[config.mk]
export PLATFORM = sky130hd
export DESIGN_NAME = lexicographic_permutation_stepper
export DESIGN_NICKNAME = d
export VERILOG_FILES = /design/src/rtl/lps_pkg.sv /design/src/rtl/lps_ram.sv /design/src/rtl/lps_store.sv /design/src/rtl/lps_ctrl.sv /design/src/rtl/lexicographic_permutation_stepper.sv
export SDC_FILE = /design/constraint.sdc
export NUM_CORES = 1
export LEC_CHECK = 0
export ABC_CLOCK_PERIOD_IN_PS = 3700
export BUFFER_PORTS_ARGS = -buffer_cell sky130_fd_sc_hd__buf_2
export CORE_ASPECT_RATIO = 0.9
export CORE_MARGIN = 4
export CORE_UTILIZATION = 51
export CTS_CLUSTER_DIAMETER = 120
export DETAILED_ROUTE_END_ITERATION = 6
export PLACE_DENSITY = 0.72
export SYNTH_ARGS = -nofsm -noshare
export SYNTH_HDL_FRONTEND = slang
export SYNTH_SLANG_ARGS = --single-unit
[constraint.sdc]
create_clock -name clk -period 3.7 [get_ports clk]
set_input_delay 0.555 -clock clk [delete_from_list [all_inputs] [get_ports clk]]
set_output_delay 0.555 -clock clk [all_outputs]
set_load 0.02 [all_outputs]
[src/rtl/lps_pkg.sv]
`timescale 1ns / 1ps
`default_nettype none

package lps_pkg;

    localparam int MAX_ELEMS = 8;
    localparam int ELEM_W    = 4;
    localparam int IDX_W     = $clog2(MAX_ELEMS);
    localparam int CNT_W     = $clog2(MAX_ELEMS + 1);
    localparam int SIZE_W    = 4;
    localparam int SIGN_W    = 2;
    localparam int PERM_W    = 32;
    localparam int PACK_N    = (MAX_ELEMS < 8) ? MAX_ELEMS : 8;

    localparam int S_TDATA_W = 8;
    localparam int M_TDATA_W = 40;
    localparam int ADV_BIT   = 0;
    localparam int SIGN_LSB  = 1;
    localparam int PERM_LSB  = SIGN_LSB + SIGN_W;

    localparam logic [SIGN_W-1:0] SIGN_ZERO = 2'b00;
    localparam logic [SIGN_W-1:0] SIGN_POS  = 2'b01;
    localparam logic [SIGN_W-1:0] SIGN_NEG  = 2'b11;

    typedef struct packed {
        logic              clear;
        logic              we;
        logic [IDX_W-1:0]  waddr;
        logic [ELEM_W-1:0] wdata;
        logic [IDX_W-1:0]  raddr_a;
        logic [IDX_W-1:0]  raddr_b;
    } store_req_t;

    typedef struct packed {
        logic start;
        logic restart;
        logic unstart;
    } cmd_t;

    typedef struct packed {
        logic              advanced;
        logic [SIGN_W-1:0] sign;
        logic [PERM_W-1:0] perm_packed;
    } result_t;

    // Value an entry holds in the unstarted state: the first is zero, the others
    // their one-based position.
    function automatic logic [ELEM_W-1:0] reset_elem(input logic [IDX_W-1:0] addr);
        logic [ELEM_W-1:0] val;
        if (addr == '0)
        begin
            val = '0;
        end
        else
        begin
            val = ELEM_W'(addr) + ELEM_W'(1);
        end
        return val;
    endfunction

endpackage

`default_nettype wire

[src/rtl/lps_ram.sv]
`timescale 1ns / 1ps
`default_nettype none

module lps_ram #(
    parameter int WIDTH = 4,
    parameter int DEPTH = 8
) (
    input  wire                                       clk,
    input  wire                                       we,
    input  wire  [((DEPTH > 1) ? $clog2(DEPTH) : 1)-1:0] waddr,
    input  wire  [WIDTH-1:0]                          wdata,
    input  wire  [((DEPTH > 1) ? $clog2(DEPTH) : 1)-1:0] raddr_a,
    input  wire  [((DEPTH > 1) ? $clog2(DEPTH) : 1)-1:0] raddr_b,
    output logic [WIDTH-1:0]                          rdata_a,
    output logic [WIDTH-1:0]                          rdata_b
);

    logic [WIDTH-1:0] mem_reg [DEPTH];
    logic [WIDTH-1:0] rdata_a_reg;
    logic [WIDTH-1:0] rdata_b_reg;

    // Read-first: a read at the address being written returns the old word.
    always_ff @(posedge clk)
    begin
        if (we)
        begin
            mem_reg[waddr] <= wdata;
        end
        rdata_a_reg <= mem_reg[raddr_a];
        rdata_b_reg <= mem_reg[raddr_b];
    end

    assign rdata_a = rdata_a_reg;
    assign rdata_b = rdata_b_reg;

endmodule

`default_nettype wire

[src/rtl/lps_store.sv]
`timescale 1ns / 1ps
`default_nettype none

module lps_store
    import lps_pkg::*;
(
    input  wire               clk,
    input  wire               rst_n,
    input  store_req_t        req,
    output logic [ELEM_W-1:0] rdata_a,
    output logic [ELEM_W-1:0] rdata_b
);

    logic [MAX_ELEMS-1:0] valid_reg;
    logic [MAX_ELEMS-1:0] valid_next;
    logic                 vld_a_reg;
    logic                 vld_b_reg;
    logic [IDX_W-1:0]     addr_a_reg;
    logic [IDX_W-1:0]     addr_b_reg;
    logic [ELEM_W-1:0]    ram_a;
    logic [ELEM_W-1:0]    ram_b;

    lps_ram #(
        .WIDTH (ELEM_W),
        .DEPTH (MAX_ELEMS)
    ) u_ram (
        .clk     (clk),
        .we      (req.we),
        .waddr   (req.waddr),
        .wdata   (req.wdata),
        .raddr_a (req.raddr_a),
        .raddr_b (req.raddr_b),
        .rdata_a (ram_a),
        .rdata_b (ram_b)
    );

    // A clear drops every entry back to its unstarted value; a write in the same
    // cycle still lands.
    always_comb
    begin
        valid_next = valid_reg;
        if (req.clear)
        begin
            valid_next = '0;
        end
        if (req.we)
        begin
            valid_next[req.waddr] = 1'b1;
        end
    end

    always_ff @(posedge clk or negedge rst_n)
    begin
        if (!rst_n)
        begin
            valid_reg <= '0;
        end
        else
        begin
            valid_reg <= valid_next;
        end
    end

    always_ff @(posedge clk)
    begin
        vld_a_reg  <= valid_reg[req.raddr_a];
        vld_b_reg  <= valid_reg[req.raddr_b];
        addr_a_reg <= req.raddr_a;
        addr_b_reg <= req.raddr_b;
    end

    assign rdata_a = vld_a_reg ? ram_a : reset_elem(addr_a_reg);
    assign rdata_b = vld_b_reg ? ram_b : reset_elem(addr_b_reg);

endmodule

`default_nettype wire

[src/rtl/lps_ctrl.sv]
`timescale 1ns / 1ps
`default_nettype none

module lps_ctrl
    import lps_pkg::*;
(
    input  wire               clk,
    input  wire               rst_n,
    input  cmd_t              cmd,
    input  wire  [CNT_W-1:0]  n_act,
    input  wire               res_ready,
    input  wire  [ELEM_W-1:0] rdata_a,
    input  wire  [ELEM_W-1:0] rdata_b,
    output store_req_t        store_req,
    output logic              idle,
    output logic              done,
    output result_t           result
);

    localparam logic [3:0] ST_IDLE    = 4'd0;
    localparam logic [3:0] ST_PIV_RD  = 4'd1;
    localparam logic [3:0] ST_PIV_CMP = 4'd2;
    localparam logic [3:0] ST_SUC_RD  = 4'd3;
    localparam logic [3:0] ST_SUC_CMP = 4'd4;
    localparam logic [3:0] ST_SWP_A   = 4'd5;
    localparam logic [3:0] ST_SWP_B   = 4'd6;
    localparam logic [3:0] ST_REV_RD  = 4'd7;
    localparam logic [3:0] ST_REV_WA  = 4'd8;
    localparam logic [3:0] ST_REV_WB  = 4'd9;
    localparam logic [3:0] ST_PACK    = 4'd10;
    localparam logic [3:0] ST_PK_END  = 4'd11;
    localparam logic [3:0] ST_DONE    = 4'd12;

    logic [3:0]        state_reg,   state_next;
    logic [SIGN_W-1:0] parity_reg,  parity_next;
    logic              cap_en_reg,  cap_en_next;
    logic [IDX_W-1:0]  piv_reg,     piv_next;
    logic [IDX_W-1:0]  succ_reg,    succ_next;
    logic [IDX_W-1:0]  lo_reg,      lo_next;
    logic [IDX_W-1:0]  hi_reg,      hi_next;
    logic [IDX_W-1:0]  k_reg,       k_next;
    logic [IDX_W-1:0]  cap_idx_reg, cap_idx_next;
    logic [ELEM_W-1:0] pivval_reg,  pivval_next;
    logic [ELEM_W-1:0] succval_reg, succval_next;
    logic              adv_reg,     adv_next;
    logic [PERM_W-1:0] perm_reg,    perm_next;

    logic [IDX_W-1:0]  last_idx;
    logic [IDX_W-1:0]  pk_last;
    logic [SIGN_W-1:0] parity_neg;
    logic              started;

    assign last_idx   = IDX_W'(n_act - CNT_W'(1));
    assign pk_last    = (n_act > CNT_W'(PACK_N)) ? IDX_W'(PACK_N - 1) : last_idx;
    assign parity_neg = (~parity_reg) + SIGN_W'(1);
    assign started    = !cmd.restart && (parity_reg != SIGN_ZERO);

    always_comb
    begin
        state_next   = state_reg;
        parity_next  = parity_reg;
        cap_en_next  = 1'b0;
        piv_next     = piv_reg;
        succ_next    = succ_reg;
        lo_next      = lo_reg;
        hi_next      = hi_reg;
        k_next       = k_reg;
        cap_idx_next = cap_idx_reg;
        pivval_next  = pivval_reg;
        succval_next = succval_reg;
        adv_next     = adv_reg;
        perm_next    = perm_reg;
        store_req    = '0;
        done         = 1'b0;

        // Packing captures the read data in the cycle after the read it issued.
        if (cap_en_reg)
        begin
            for (int i = 0; i < PACK_N; i++)
            begin
                if (cap_idx_reg == IDX_W'(i))
                begin
                    perm_next[i*ELEM_W +: ELEM_W] = rdata_a;
                end
            end
        end

        if (cmd.unstart)
        begin
            store_req.clear = 1'b1;
            parity_next     = SIGN_ZERO;
        end

        case (state_reg)
            ST_IDLE:
            begin
                if (cmd.start)
                begin
                    perm_next = '0;
                    k_next    = '0;
                    if (cmd.restart)
                    begin
                        store_req.clear = 1'b1;
                        parity_next     = SIGN_ZERO;
                    end
                    if (!started)
                    begin
                        store_req.we    = 1'b1;
                        store_req.waddr = '0;
                        store_req.wdata = ELEM_W'(1);
                        parity_next     = SIGN_POS;
                        adv_next        = 1'b1;
                        state_next      = ST_PACK;
                    end
                    else if (n_act == CNT_W'(1))
                    begin
                        adv_next   = 1'b0;
                        state_next = ST_PACK;
                    end
                    else
                    begin
                        piv_next   = IDX_W'(n_act - CNT_W'(2));
                        state_next = ST_PIV_RD;
                    end
                end
            end
            ST_PIV_RD:
            begin
                store_req.raddr_a = piv_reg;
                store_req.raddr_b = piv_reg + IDX_W'(1);
                state_next        = ST_PIV_CMP;
            end
            ST_PIV_CMP:
            begin
                if (rdata_a > rdata_b)
                begin
                    if (piv_reg == '0)
                    begin
                        adv_next   = 1'b0;
                        state_next = ST_PACK;
                    end
                    else
                    begin
                        piv_next   = piv_reg - IDX_W'(1);
                        state_next = ST_PIV_RD;
                    end
                end
                else
                begin
                    pivval_next  = rdata_a;
                    succval_next = rdata_b;
                    succ_next    = piv_reg + IDX_W'(1);
                    if ((piv_reg + IDX_W'(1)) == last_idx)
                    begin
                        state_next = ST_SWP_A;
                    end
                    else
                    begin
                        state_next = ST_SUC_RD;
                    end
                end
            end
            ST_SUC_RD:
            begin
                store_req.raddr_a = succ_reg + IDX_W'(1);
                state_next        = ST_SUC_CMP;
            end
            ST_SUC_CMP:
            begin
                if (rdata_a > pivval_reg)
                begin
                    succ_next    = succ_reg + IDX_W'(1);
                    succval_next = rdata_a;
                    if ((succ_reg + IDX_W'(1)) == last_idx)
                    begin
                        state_next = ST_SWP_A;
                    end
                    else
                    begin
                        state_next = ST_SUC_RD;
                    end
                end
                else
                begin
                    state_next = ST_SWP_A;
                end
            end
            ST_SWP_A:
            begin
                store_req.we    = 1'b1;
                store_req.waddr = piv_reg;
                store_req.wdata = succval_reg;
                parity_next     = parity_neg;
                state_next      = ST_SWP_B;
            end
            ST_SWP_B:
            begin
                store_req.we    = 1'b1;
                store_req.waddr = succ_reg;
                store_req.wdata = pivval_reg;
                lo_next         = piv_reg + IDX_W'(1);
                hi_next         = last_idx;
                if ((piv_reg + IDX_W'(1)) < last_idx)
                begin
                    state_next = ST_REV_RD;
                end
                else
                begin
                    adv_next   = 1'b1;
                    state_next = ST_PACK;
                end
            end
            ST_REV_RD:
            begin
                store_req.raddr_a = lo_reg;
                store_req.raddr_b = hi_reg;
                state_next        = ST_REV_WA;
            end
            ST_REV_WA:
            begin
                store_req.we    = 1'b1;
                store_req.waddr = lo_reg;
                store_req.wdata = rdata_b;
                succval_next    = rdata_a;
                state_next      = ST_REV_WB;
            end
            ST_REV_WB:
            begin
                store_req.we    = 1'b1;
                store_req.waddr = hi_reg;
                store_req.wdata = succval_reg;
                parity_next     = parity_neg;
                lo_next         = lo_reg + IDX_W'(1);
                hi_next         = hi_reg - IDX_W'(1);
                if ((lo_reg + IDX_W'(1)) < (hi_reg - IDX_W'(1)))
                begin
                    state_next = ST_REV_RD;
                end
                else
                begin
                    adv_next   = 1'b1;
                    state_next = ST_PACK;
                end
            end
            ST_PACK:
            begin
                store_req.raddr_a = k_reg;
                cap_en_next       = 1'b1;
                cap_idx_next      = k_reg;
                if (k_reg == pk_last)
                begin
                    state_next = ST_PK_END;
                end
                else
                begin
                    k_next = k_reg + IDX_W'(1);
                end
            end
            ST_PK_END:
            begin
                state_next = ST_DONE;
            end
            ST_DONE:
            begin
                if (res_ready)
                begin
                    done       = 1'b1;
                    state_next = ST_IDLE;
                end
            end
            default:
            begin
                state_next = ST_IDLE;
            end
        endcase
    end

    always_ff @(posedge clk or negedge rst_n)
    begin
        if (!rst_n)
        begin
            state_reg  <= ST_IDLE;
            parity_reg <= SIGN_ZERO;
            cap_en_reg <= 1'b0;
            perm_reg   <= '0;
        end
        else
        begin
            state_reg  <= state_next;
            parity_reg <= parity_next;
            cap_en_reg <= cap_en_next;
            perm_reg   <= perm_next;
        end
    end

    always_ff @(posedge clk)
    begin
        piv_reg     <= piv_next;
        succ_reg    <= succ_next;
        lo_reg      <= lo_next;
        hi_reg      <= hi_next;
        k_reg       <= k_next;
        cap_idx_reg <= cap_idx_next;
        pivval_reg  <= pivval_next;
        succval_reg <= succval_next;
        adv_reg     <= adv_next;
    end

    assign idle                 = (state_reg == ST_IDLE);
    assign result.advanced      = adv_reg;
    assign result.sign          = parity_reg;
    assign result.perm_packed   = perm_reg;

endmodule

`default_nettype wire

[src/rtl/lexicographic_permutation_stepper.sv]
// Channel   | Direction | Handshake          | Payload
// ----------+-----------+--------------------+-----------------------------------------
// s_        | in        | s_tvalid/s_tready  | s_tdata[0] restart
// m_        | out       | m_tvalid/m_tready  | m_tdata advanced, sign, perm_packed
// cfg_      | in        | cfg_valid/cfg_ready| cfg_data perm_size
//
// A turn for n elements steps down to the pivot and along its successors, each
// step a read and then a compare; it swaps pivot and successor with two writes,
// as the store has one write port, reverses the tail with a read and two writes
// per swapped pair, and then packs the elements with one read each.
// Reset is asynchronous and active low; it leaves the stepper unstarted at full size.
// A stalled result transaction holds in the output register while the next turn runs.
`timescale 1ns / 1ps
`default_nettype none

module lexicographic_permutation_stepper
    import lps_pkg::*;
(
    input  wire                  clk,
    input  wire                  rst_n,
    input  wire                  s_tvalid,
    output logic                 s_tready,
    input  wire  [S_TDATA_W-1:0] s_tdata,   // [0] restart, [7:1] zero
    output logic                 m_tvalid,
    input  wire                  m_tready,
    output logic [M_TDATA_W-1:0] m_tdata,   // [0] advanced, [2:1] sign, [34:3] perm_packed
    input  wire                  cfg_valid,
    output logic                 cfg_ready,
    input  wire  [SIZE_W-1:0]    cfg_data   // perm_size
);

    logic [SIZE_W-1:0] perm_size_reg;
    logic [CNT_W-1:0]  n_act;
    logic              m_tvalid_reg;
    logic              m_tvalid_next;
    result_t           out_reg;
    result_t           result;
    cmd_t              cmd;
    store_req_t        store_req;
    logic [ELEM_W-1:0] rdata_a;
    logic [ELEM_W-1:0] rdata_b;
    logic              idle;
    logic              done;
    logic              res_ready;

    // The size register is always writable; a write also sends the stepper back
    // to its unstarted state, as a restart would.
    assign cfg_ready = 1'b1;

    always_ff @(posedge clk or negedge rst_n)
    begin
        if (!rst_n)
        begin
            perm_size_reg <= SIZE_W'(MAX_ELEMS);
        end
        else if (cfg_valid)
        begin
            perm_size_reg <= cfg_data;
        end
    end

    // A size of zero counts as one, and anything above the built size is clamped.
    always_comb
    begin
        if (perm_size_reg == '0)
        begin
            n_act = CNT_W'(1);
        end
        else if (perm_size_reg > SIZE_W'(MAX_ELEMS))
        begin
            n_act = CNT_W'(MAX_ELEMS);
        end
        else
        begin
            n_act = CNT_W'(perm_size_reg);
        end
    end

    // Input transactions are taken whenever the sequencer is idle, even with an
    // earlier result still waiting in the output register.
    assign s_tready    = idle;
    assign cmd.start   = s_tvalid && idle;
    assign cmd.restart = s_tdata[0];
    assign cmd.unstart = cfg_valid;

    // The sequencer only hands over a result once the output slot is free.
    assign res_ready = !m_tvalid_reg || m_tready;

    lps_store u_store (
        .clk     (clk),
        .rst_n   (rst_n),
        .req     (store_req),
        .rdata_a (rdata_a),
        .rdata_b (rdata_b)
    );

    lps_ctrl u_ctrl (
        .clk       (clk),
        .rst_n     (rst_n),
        .cmd       (cmd),
        .n_act     (n_act),
        .res_ready (res_ready),
        .rdata_a   (rdata_a),
        .rdata_b   (rdata_b),
        .store_req (store_req),
        .idle      (idle),
        .done      (done),
        .result    (result)
    );

    always_comb
    begin
        m_tvalid_next = m_tvalid_reg;
        if (m_tready)
        begin
            m_tvalid_next = 1'b0;
        end
        if (done)
        begin
            m_tvalid_next = 1'b1;
        end
    end

    always_ff @(posedge clk or negedge rst_n)
    begin
        if (!rst_n)
        begin
            m_tvalid_reg <= 1'b0;
        end
        else
        begin
            m_tvalid_reg <= m_tvalid_next;
        end
    end

    always_ff @(posedge clk)
    begin
        if (done)
        begin
            out_reg <= result;
        end
    end

    assign m_tvalid = m_tvalid_reg;
    assign m_tdata  = M_TDATA_W'({out_reg.perm_packed, out_reg.sign, out_reg.advanced});

endmodule

`default_nettype wire

* Word-level counts from Yosys, hierarchy flattened *
Memories as Yosys holds them, arrays and structs flattened. A register that Yosys moved wholly into a read port is not among the register bits.
Cells that the tools add are included.

word-level totals
  input port bits = 17
  output and inout port bits = 43
  memories = 1
  logic and storage cells = 197
  flip-flop bits (word level) = 122
  RAM bits = 32

memory list
  memory                 depth  bits a word  read ports  clocked after memory_dff  wr ports  RTL line       RTL
  u_store.u_ram.mem_reg  8      4            2           2                         1         lps_ram.sv:18  logic [WIDTH-1:0] mem_reg [DEPTH];

cells by class
  reduce and logical (&&, ||, !) cells = 28
  $lt $le $gt $ge = 10
  eq/ne operators = 37
  add/subtract/negate cells = 11
  mux-type cells = 84
  bitwise logic cells = 3

operators by type and width
  kind                   number
  $mux W4                26
  $mux W32               3
  $pmux W4 S13           1
  $pmux W8 S5            1
  $mux W3                12
  $pmux W3 S2            6
  $mux W8                3
  $eq A4 B4 Y1 const B   5
  $mux W1                20
  $eq A4 B3 Y1 const B   4
  $ne A2 B2 Y1 const B   8
  $add A3 B1 Y3 const B  4
  $eq A3 B3 Y1 const B   4
  $logic_not A3 Y1       4
  $lt A3 B4 Y1 const B   3
  $pmux W3 S4            1
  $pmux W4 S3            1
  $reduce_and A3 Y1      4
  $reduce_bool A2 Y1     6
  $ne A2 B1 Y1 const B   5
  $eq A3 B3 Y1           3
  $mux W9                1
  $sub A3 B1 Y3 const B  3
  $add A3 B1 Y4 const B  2
  other kinds (29)       43

* Longest topological paths before layout *
  depth after elaboration = 11
  depth in mapped cells = 13
  gate-level depth less buffers = 12

* Cells and area by module *
A second synthesis with hierarchy kept.

unflattened totals
  cell total of the unflattened synthesis = 627
  area total of the unflattened synthesis = 7926.4 um^2

modules (own cells, without submodules)
  module                             seq. area each (um^2)  area each (um^2)  cells an instance  instances
  lps_ctrl                           1786.7                 4071.4            412                1
  lps_ram                            1121.1                 1720.4            81                 1
  lexicographic_permutation_stepper  1177.4                 1323.8            60                 1
  lps_store                          360.3                  810.8             74                 1

* Worst setup path after synthesis *
Ideal clock, no wire load.

  path kind = flip-flop to flip-flop
  start = register u_ctrl.state_reg[1]
  end = register out_reg (netlist bit m_tdata[0]) (enable)
  setup time = 478 ps
  required time = 3222 ps
  slack = -319 ps
  cell stages (with the launch flop) = 5
  clock period less this slack = 4019 ps
  path buffers = 2
  arrival = 3541 ps
  cell sequence = dfrtp_1 > buf_6 > clkbuf_1 > or2_1 > nor3b_1

on the way
  longest elaborated chain between the ends = 2

ends and longest elaborated chain
  what                    RTL line                                  RTL
  from (decl)             lps_ctrl.sv:34                            logic [3:0] state_reg, state_next;
  from (signal assigned)  lps_ctrl.sv:289                           state_reg <= state_next;
  $eq A4 B4 Y1            lps_ctrl.sv:94                            case (state_reg)
  $mux W1                 lps_ctrl.sv:94
  net done                lexicographic_permutation_stepper.sv:43   logic done;
  to (signal assigned)    lexicographic_permutation_stepper.sv:140  out_reg <= result;
  to (decl)               lexicographic_permutation_stepper.sv:36   result_t out_reg;

The timed path passes the listed nets, and every way through them passes these cells.
A chain may end at the register's enable or synchronous reset.

* Final worst setup path *
  start = register u_store.addr_a_reg[0]
  end = register u_ctrl.succ_reg[1] (enable)

on the way
  longest elaborated chain between the ends = 6
  elaborated cells between the ends (all ways) = 9
  those cells by class = add/sub: 1; order compare: 2; eq/ne: 2; mux: 2; reduce/logical: 2

ends and longest elaborated chain
  what                                                    RTL line                                 RTL
  from (decl)                                             lps_store.sv:18                          logic [IDX_W-1:0] addr_a_reg;
  from (signal assigned)                                  lps_store.sv:68                          addr_a_reg <= req.raddr_a;
  $add A3 B1 Y4 or $logic_not A3 Y1 (tied branches)       lps_pkg.sv:56, lps_pkg.sv:50
  $mux W4 *                                               lps_pkg.sv:50                            if (addr == '0)
  $mux W4 *                                               lps_store.sv:72                          assign rdata_a = vld_a_reg ? ram_a : reset_elem(addr_a_reg);
  net rdata_a[2]                                          lexicographic_permutation_stepper.sv:40  logic [ELEM_W-1:0] rdata_a;
  $gt A4 B4 Y1, on equally long branches                  lps_ctrl.sv:170, lps_ctrl.sv:135
  $ne A2 B1 Y1 (no line) or $ne A2 B2 Y1 (tied branches)  n/a
  $reduce_and A3 Y1 (no line) *                           n/a
  to (signal assigned)                                    lps_ctrl.sv:299                          succ_reg <= succ_next;
  to (decl)                                               lps_ctrl.sv:38                           logic [IDX_W-1:0] succ_reg, succ_next;

Mark *: on every way through the listed nets, which the timed path passes. The rest lies on a longest branch.

==> metrics.cfg <==
[outcome]
status = finished, final reports clean

[floorplanning]
die_y_microns = 127
dieWidth_microns = 140
dieArea_sq_um = 17800
rows = 43
core_sq_um = 15400
initial_core_util = 0.520
ios = 60

[yosys]
syn_inst = 690
synth-simple-area-share = 0.111
netlist_top_cells_area = edfxtp_1 35%, dfrtp_1 16%, mux2i_1 5.9%, ha_1 4.2%, dfxtp_1 4.0%
synth_top_family_by_area = compound AO/OA/AOI/OAI gates
yosysSeqAreaShare = 0.554
ys_ff_latch = 162
synth_cell_types = 65
muxShareOfSynthArea = 0.0825
synth_top_area_frac = 0.352
synth_ff_type = edfxtp_1
ys_warn_count = 0
avgSynthCellArea_sq_um = 11.6
syn_area_sq_um = 8020
synth_compound_area_frac = 0.154
synth-adder-area-share = 0.0421
async_reset_ff_frac = 0.321
synth-edff-count = 94
synth.largest_area_cell = edfxtp_1
synth_xor_area_frac = 0.0142

[clock_network]
cts_tree = built
cts.sinks = 162
cts_max_level = 4
cts.clk_slew.worst_paths_ns = 0.06
numCtsBuffers = 17
clock_path_buffers = 2
cts_hold_repair.buffers = 0
worstSkewPairLatency_ns = 0.43
cts-root-buf = clkbuf_16
postCtsSetupBuffers = 0
cts-resized-gates = 0

[sta]
finalCritPeriodShare = 0.807
period_minus_slack_ns = 2.99
tightest_slew_ns = 1.19
hold_viol_final = 0
setup_viol = 0
slew_headroom = 0.204
rsz0062_at_grt = false
fin_worst_hold_slack_ns = 0.363
tns_ns = 0
max_freq_mhz = 335
skew_ns = 0.0102
finalMaxSlewViolations = 0

[finish]
area_delta_synth_final_pct = 13.9
fin_area_sq_um = 9140
insertedDiodeCount = 0
finalNetCount = 780
final_cell_mix = 94 x edfxtp_1, 68 x nor2_1, 51 x dfrtp_1, 47 x mux2i_1, 46 x buf_2
drive_above_1_share = 0.188
finalNonFillerCells = 951
largest_reg_flops = 35
filler_cell_count = 1238
layout_commonest_cell = edfxtp_1

[detailed_routing]
via_count = 5604
drt_pass1_iterations = 5
drt-total-wl_microns = 17600
antenna_left = 0
routedWlPerCell_microns = 18.5
drc_errors = 0
vias_per_cell = 5.89
drt_iter0_markers = 432

[placement]
place_congestion = 0.913
placed_cell_area_sq_um = 8480
dp.cells = 919
numPortBuffers = 46
hpwlAfterDp_microns = 12300

[global_route]
grt_max_degree = 51
grt_pass1_wl_microns = 28500
antenna_found_initial = 0
track_usage = 0.203
grt-ovfl-total = 0
grt_pass1_vias = 5377

[worst_setup_path]
start_kind = register
cp_max_fo = 11
worstPathArrival_ns = 3.07
crit_required_ns = 3.78
crit_type = reg2reg
end_kind = register

[power]
powerDensity_nw_per_um2 = 872
peakVddDrop_v = 0.000546
leakage_nw = 3.60

[hold_path]
hp-class = in2reg

[run]
drv_cap = 0

## routing by layer
metal | GRT usage | routed length (microns) | up-vias
met1 | 0.269 | 7740 | 2729
met4 | 0.0724 | 354 | 0
met5 | 0 | 0 | -
met2 | 0.331 | 8460 | 187
li1 | - | - | 2657
met3 | 0.0475 | 1060 | 31
## worst max-delay path: stages, from the launching register on
cell and delay, ns:
dfxtp_1 0.38, inv_1 0.07, ha_1 0.20, nor3b_1 0.18, a21oi_1 0.07, o21ai_1 0.21, buf_4 0.24, ha_1 0.27
nand4_1 0.11, o21ai_0 0.12, a21oi_1 0.33, mux2i_1 0.13, a21oi_1 0.34
## per-stage QoR
step           total power [W]  setup WS [ns]   util
2_1_floorplan          0.00516          0.774      -
3_3_place_gp           0.00588          0.923  0.549
3_5_place_dp           0.00603          0.760  0.549
4_1_cts                0.00796          0.734  0.592
5_1_grt                0.00845          0.470  0.592
6_report               0.00797          0.714  0.592
## worst paths after layout
check	from	to	slack [ns]	depth (start not counted)
max	u_store.addr_a_reg[0]	u_ctrl.succ_reg[1]	0.71	12
min	cfg_data[0]	perm_size_reg[0]	0.36	2
max reg2reg	u_store.addr_a_reg[0]	u_ctrl.succ_reg[1]	0.71	12
min reg2reg	u_ctrl.adv_reg	m_tdata[0]	0.43	0
max in group asynchronous	rst_n	perm_size_reg[3]	2.54	2
min in group asynchronous	rst_n	u_ctrl.perm_reg[21]	0.38	1
## report_power, final
group / internal, W / total [W] / switching, W
logic: 0.00118 / 0.00307 / 0.00189
registers: 0.00262 / 0.00299 / 0.000372
clock network: 0.00118 / 0.00191 / 0.000728
total: 0.00497 / 0.00797 / 0.00299
## kinds of logic after synthesis
kind of cell,Yosys count
multiplexers,64
other,2
adder cells (fa/ha/maj),27
AND/OR/NAND/NOR,176
buffers and inverters,76
XOR/XNOR,13
flip-flops,162
AO/OA/AOI/OAI,170
## cell usage after synthesis, types with 4 or more instances
master    number
a22oi_1        6
a21bo_2       19
buf_2          8
mux2_2        14
a21oi_1       31
xor2_1         5
nor3b_1        6
o22a_1         4
nand3_1       21
o21ai_1       12
nor3_2         4
a21o_1         9
mux2i_1       47
nor2_1        68
xnor2_1        8
a32oi_1       20
inv_1         32
nor3_1        12
o21ai_0       17
clkbuf_1      25
ha_1          27
buf_4          8
o22ai_1        4
edfxtp_1      94
dfrtp_1       51
nor2b_1       12
dfxtp_1       16
a211oi_1      26
nand2_1       25
nand2b_1       9
## cell type report
| type | count | area (sq um) | area share |
|---|---|---|---|
| multi-input cells | 456 | 3280 | 0.359 |
| well taps | 202 | 253 | 0.0277 |
| clock inverters | 11 | 164 | 0.0179 |
| clock buffers | 21 | 493 | 0.0539 |
| inverters | 33 | 124 | 0.0136 |
| repair buffers | 66 | 380 | 0.0416 |
| flip-flops and latches | 162 | 4450 | 0.486 |
Note: power is estimated with default switching activity, not from simulation.
